==> src/hw/rtl/lpht_pkg.sv <==
package lpht_pkg;

   localparam int SLOTS  = 256;
   localparam int SLOT_W = $clog2(SLOTS);
   localparam int SIZE_W = SLOT_W + 1;
   localparam int KEY_W  = 32;
   localparam int HND_W  = 16;
   localparam int KIND_W = 2;
   localparam int ENTRY_W = KEY_W + HND_W;

   // remainder unit: four key bits per cycle
   localparam int DIV_BITS  = 4;
   localparam int DIV_STEPS = KEY_W / DIV_BITS;
   localparam int DIV_CNT_W = $clog2(DIV_STEPS);

   localparam logic [SIZE_W-1:0] SIZE_RESET = SIZE_W'(SLOTS);

   localparam logic [KIND_W-1:0] KIND_INSERT = 2'd0;
   localparam logic [KIND_W-1:0] KIND_LOOKUP = 2'd1;
   localparam logic [KIND_W-1:0] KIND_DELETE = 2'd2;

   typedef struct packed {
      logic load;      // capture request, start remainder
      logic div_step;  // one remainder iteration
      logic seed;      // probe position from remainder
      logic advance;   // step to next slot with wrap
      logic hit;       // commit operation at current slot
      logic miss;      // refuse / absent
      logic emit;      // move result into output register
   } dp_cmd_type;

   typedef struct packed {
      logic div_last;
      logic none;        // unused kind or insert into full table
      logic is_insert;
      logic slot_valid;
      logic steps_done;
      logic key_match;
      logic out_free;
   } dp_sts_type;

endpackage

==> src/hw/rtl/lpht_ctrl.sv <==
module lpht_ctrl (
   input  logic                clock,
   input  logic                reset,
   input  logic                req_tvalid,
   output logic                req_tready,
   input  lpht_pkg::dp_sts_type sts,
   output lpht_pkg::dp_cmd_type cmd
);

   typedef enum logic [5:0] {
      ST_IDLE    = 6'b000001,
      ST_DIVIDE  = 6'b000010,
      ST_SEED    = 6'b000100,
      ST_PROBE   = 6'b001000,
      ST_COMPARE = 6'b010000,
      ST_RESULT  = 6'b100000
   } state_type;

   state_type state_ff, state_in;

   assign req_tready = (state_ff == ST_IDLE);

   always_comb begin
      state_in = state_ff;
      cmd      = '0;
      case (state_ff)
         ST_IDLE: begin
            if (req_tvalid) begin
               cmd.load = 1'b1;
               state_in = ST_DIVIDE;
            end
         end
         ST_DIVIDE: begin
            cmd.div_step = 1'b1;
            if (sts.div_last) begin
               state_in = ST_SEED;
            end
         end
         ST_SEED: begin
            if (sts.none) begin
               cmd.miss = 1'b1;
               state_in = ST_RESULT;
            end else begin
               cmd.seed = 1'b1;
               state_in = ST_PROBE;
            end
         end
         ST_PROBE: begin
            if (sts.steps_done) begin
               cmd.miss = 1'b1;
               state_in = ST_RESULT;
            end else if (sts.is_insert) begin
               if (!sts.slot_valid) begin
                  cmd.hit  = 1'b1;
                  state_in = ST_RESULT;
               end else begin
                  cmd.advance = 1'b1;
               end
            end else if (!sts.slot_valid) begin
               cmd.miss = 1'b1;
               state_in = ST_RESULT;
            end else begin
               state_in = ST_COMPARE;
            end
         end
         ST_COMPARE: begin
            if (sts.key_match) begin
               cmd.hit  = 1'b1;
               state_in = ST_RESULT;
            end else begin
               cmd.advance = 1'b1;
               state_in    = ST_PROBE;
            end
         end
         ST_RESULT: begin
            if (sts.out_free) begin
               cmd.emit = 1'b1;
               state_in = ST_IDLE;
            end
         end
         default: begin
            state_in = ST_IDLE;
         end
      endcase
   end

   always_ff @(posedge clock) begin
      if (reset) begin
         state_ff <= ST_IDLE;
      end else begin
         state_ff <= state_in;
      end
   end

endmodule

==> config.mk <==
export PLATFORM = sky130hd
export DESIGN_NAME = lpht_ctrl
export DESIGN_NICKNAME = d
export VERILOG_FILES = /design/src/hw/rtl/lpht_pkg.sv /design/src/hw/rtl/lpht_ctrl.sv
export SDC_FILE = /design/constraint.sdc
export NUM_CORES = 1
export LEC_CHECK = 0
export ABC_AREA = 1
export BUFFER_PORTS_ARGS = -buffer_cell sky130_fd_sc_hd__buf_2
export CORE_AREA = 4 4 41 43
export DETAILED_ROUTE_END_ITERATION = 10
export DIE_AREA = 0 0 45 47
export SETUP_SLACK_MARGIN = 0.3
export SKIP_CTS_REPAIR_TIMING = 1
export SYNTH_ARGS = -nofsm -noshare
export SYNTH_HDL_FRONTEND = slang
export SYNTH_SLANG_ARGS = --single-unit
==> constraint.sdc <==
create_clock -name clock -period 1.5 [get_ports clock]
set_input_delay 0.15 -clock clock [delete_from_list [all_inputs] [get_ports clock]]
set_output_delay 0.15 -clock clock [all_outputs]
set_load 0.02 [all_outputs]
=== Word level (Yosys, flattened, before mapping) ===
Cells that the tools add are included.

* Register bits: 6
* Bits of input ports: 10
* Output and inout bits: 8
* Logic and storage cells: 40

* Equality and inequality tests: 10
* Mux-type cells: 28
* Reduce and logical (&&, ||, !) cells: 1

{| class="wikitable"
|+ Operators with widths
! cell !! number
|-
| 6-bit 2-to-1 mux || 9
|-
| 6-bit one-hot mux with 6 select lines || 1
|-
| 1-bit 2-to-1 mux || 14
|-
| 6-bit by 1-bit == test with 1-bit output (second input constant) || 1
|-
| 6-bit by 2-bit == test with 1-bit output (second input constant) || 1
|-
| 6-bit by 3-bit == test with 1-bit output (second input constant) || 1
|-
| 6-bit by 4-bit == test with 1-bit output (second input constant) || 1
|-
| 6-bit by 5-bit == test with 1-bit output (second input constant) || 1
|-
| 6-bit == test (second input constant) || 1
|-
| 2-bit != test (second input constant) || 3
|-
| 2-bit 2-to-1 mux || 2
|-
| 4-bit != test (second input constant) || 1
|-
| 2-bit one-hot mux with 2 select lines || 1
|-
| 4-bit AND reduction || 1
|-
| 1-bit one-hot mux with 2 select lines || 1
|}

=== Longest topological paths before layout ===
* Depth after elaboration: 4
* Mapped depth: 8
* Gate-level depth less buffers: 8

=== Worst setup path after synthesis ===
No wires, ideal clock.

* Kind: reg2out
* Start: reg state_ff[5]
* End: out cmd[2] (netlist name)
* Arrival: 1.403 ns
* Setup slack: -0.053 ns
* Stages on the path, launching flop included: 4
* Buffers on the path: 0
* Path through: dfxtp_1 nor2_4 nand3_1 o41ai_1

{| class="wikitable"
|+ RTL lines
! item !! RTL line !! RTL
|-
| start: declaration || lpht_ctrl.sv:19 || <nowiki>state_type state_ff, state_in;</nowiki>
|-
| start signal: assignment || lpht_ctrl.sv:91 || <nowiki>state_ff <= state_in;</nowiki>
|-
| end: declaration || lpht_ctrl.sv:7 || <nowiki>output lpht_pkg::dp_cmd_type cmd</nowiki>
|}

==> impl_metrics.py <==
metrics = {
    "clock_network": {
        "root_buffer": "clkbuf_4",
        "clk_pin_slew_worst_paths_ns": 0.04,
        "clock_path_buffers": 2,
        "htree_levels": 1,
        "cts_buffers": 3,
        "clock-sinks": 6,
        "cts_tree": "done",
        "clk-insertion-delay-late_ns": 0.25,
    },
    "cells_and_area": {
        "diodes": 0,
        "postLayoutCellArea_um2": 796,
        "final_common_cell": "inv_1",
        "synthToLayoutAreaGrowth_pct": 65.6,
        "layout-drive-gt1-share": 0.556,
        "nNetsFinal": 120,
        "final_cell_mix": "14 x inv_1, 13 x buf_4, 10 x buf_2",
        "fillers": 111,
        "largest_reg_flops": 6,
        "reg_top3": "state_ff: 6 flops",
        "regMostFlops": "state_ff",
    },
    "synthesis": {
        "avgSynthCellArea_um2": 6.24,
        "syn_nets": 87,
        "synth_area_um2": 480,
        "ys_warn_count": 0,
        "synthTopCellsByArea": "dfxtp_1 25%, inv_1 12%, nand3_1 9.4%, nor2_1 9.4%, nor2_4 9.4%",
        "ys_seq_elements": 6,
        "yosys.cell_types.count": 17,
        "yosysTopAreaCellShare": 0.250,
        "seq_area_frac_synth": 0.250,
        "netlist.top_cell.by_area": "dfxtp_1",
        "syn_inst": 77,
    },
    "floorplan": {
        "rows": 13,
        "die_area_um2": 2120,
        "die_x_um": 45,
        "fp.dieH_um": 47,
        "core_um2": 1300,
        "pin_count": 18,
        "initial_core_util": 0.369,
    },
    "setup_path": {
        "ff2ff_path_depth": 8,
        "r2r-start": "state_ff[4]",
        "cp.arrival_ns": 1.42,
        "crit_fanout": 6,
        "reg2reg_slack_ns": 0.24,
        "required_ns": 1.35,
        "cp-start-kind": "register",
        "path_class": "register to output port",
        "endpoint_kind": "output port",
        "worstReg2RegEnd": "state_ff[5]",
    },
    "grt": {
        "antenna_found_initial": 0,
        "grt-ovfl-total": 0,
        "grtUsageTotal": 0.134,
        "grt_start_max_net_pins": 10,
        "grt_pass1_wl_um": 2050,
        "grt_pass1_vias": 529,
    },
    "status": {
        "outcome": "finished, violations left",
        "violations": "negative setup slack",
    },
    "timing": {
        "maxSlewViolCount": 0,
        "finalSetupViolCount": 1,
        "clock_skew_ns": 0.0106,
        "holdWs_ns": 0.0821,
        "worst_slew_pin_slew_ns": 0.251,
        "min_period_ns": 1.57,
        "timing.fmax_mhz": 637,
        "finalWorstSetupSlack_ns": -0.0694,
        "fin_crit_sh": 1.05,
        "rsz0062_at_grt": "yes",
        "hold_viol": 0,
        "slew_headroom": 0.832,
        "setup_tns_ns": -0.0694,
    },
    "detailed_routing": {
        "drt_pass1_iterations": 4,
        "detail-route-antenna-nets": 0,
        "wl_um": 1480,
        "via_per_inst": 5.02,
        "drt_iter0_markers": 10,
        "vias": 618,
        "remaining_drc_errors": 0,
        "wl_per_cell_um": 12.0,
    },
    "flow_run": {
        "maxCapViolations": 0,
    },
    "place": {
        "gp_congestion": 0.837,
        "dp_slack_ns": 0.162,
        "hpwl_um": 972,
        "dpl_cell_area_um2": 594,
        "port_buffers": 17,
    },
    "power": {
        "ir_worst_vdd_mv": 0.537,
        "powerDensity_nw_per_um2": 848,
        "p_leak_nw": 0.424,
    },
    "min_path": {
        "hold-path-cell-count": 2,
        "whs_endpoint": "state_ff[1]",
        "hold_class": "primary input to register",
        "hp-start": "reset",
    },
}
==> power breakdown <==
part	internal [mW]	switching [mW]	total, mW
registers	0.177	0.0201	0.197
clock network	0.0905	0.0584	0.149
logic	0.146	0.183	0.329
total	0.414	0.261	0.675
==> through the flow <==
step / total power, mW / utilization / cells
2_1_floorplan: 0.345 / - / 77
3_3_place_gp: 0.403 / 0.457 / 109
3_5_place_dp: 0.403 / 0.457 / 109
4_1_cts: 0.553 / 0.474 / 112
5_1_grt: 0.725 / 0.612 / 123
6_report: 0.675 / 0.612 / 123
==> area by class of cell <==
class	instances	area, um^2	share of cell area
Tap cell	15	18.8	0.0236
Sequential cell	6	133	0.167
Multi-Input combinational cell	55	358	0.450
Clock buffer	3	22.5	0.0283
Inverter	16	60.1	0.0755
Timing Repair Buffer	28	204	0.256
==> routing by layer <==
metal,wire length [um],global-route usage
met5,0,0
met4,8,0.0702
met1,592,0.139
met3,85,0.0575
met2,796,0.229
==> logic make-up after synthesis <==
| family | Yosys count | share of synthesized area |
|---|---|---|
| AND/OR/NAND/NOR | 51 | 0.576 |
| flip-flops | 6 | 0.250 |
| buffers and inverters | 16 | 0.125 |
| AO/OA/AOI/OAI | 4 | 0.0495 |
==> synth_stat cells <==
library cell,n
nand3b_1,1
nor3_1,1
inv_2,1
dfxtp_1,6
nand2_1,11
nor2_2,4
nand4_1,6
a21oi_1,2
nand4_2,1
inv_1,15
or2_1,1
nand2_2,1
o41ai_1,1
nor2_4,4
o21ai_0,1
nor2_1,12
nand3_1,9
==> worst max-delay path by stage <==
stage,from,to,slack [ns],cells after the start
4_1_cts,state_ff[0],cmd[2],-0.10,4
5_1_grt,state_ff[1],cmd[3],-0.15,6
2_1_floorplan,state_ff[5],cmd[2],0.20,3
3_3_place_gp,state_ff[0],cmd[2],0.21,4
3_5_place_dp,state_ff[0],cmd[2],0.16,4
6_report,state_ff[1],cmd[3],-0.07,6
==> worst max-delay path, cell delays in order (launching register included) <==
cell and delay, ns:
dfxtp_4 0.35, nor2_4 0.19, buf_6 0.13, nand3_2 0.07
or2_1 0.25, nand2_1 0.08, buf_6 0.12
Note: power is estimated with default switching activity, not from simulation.
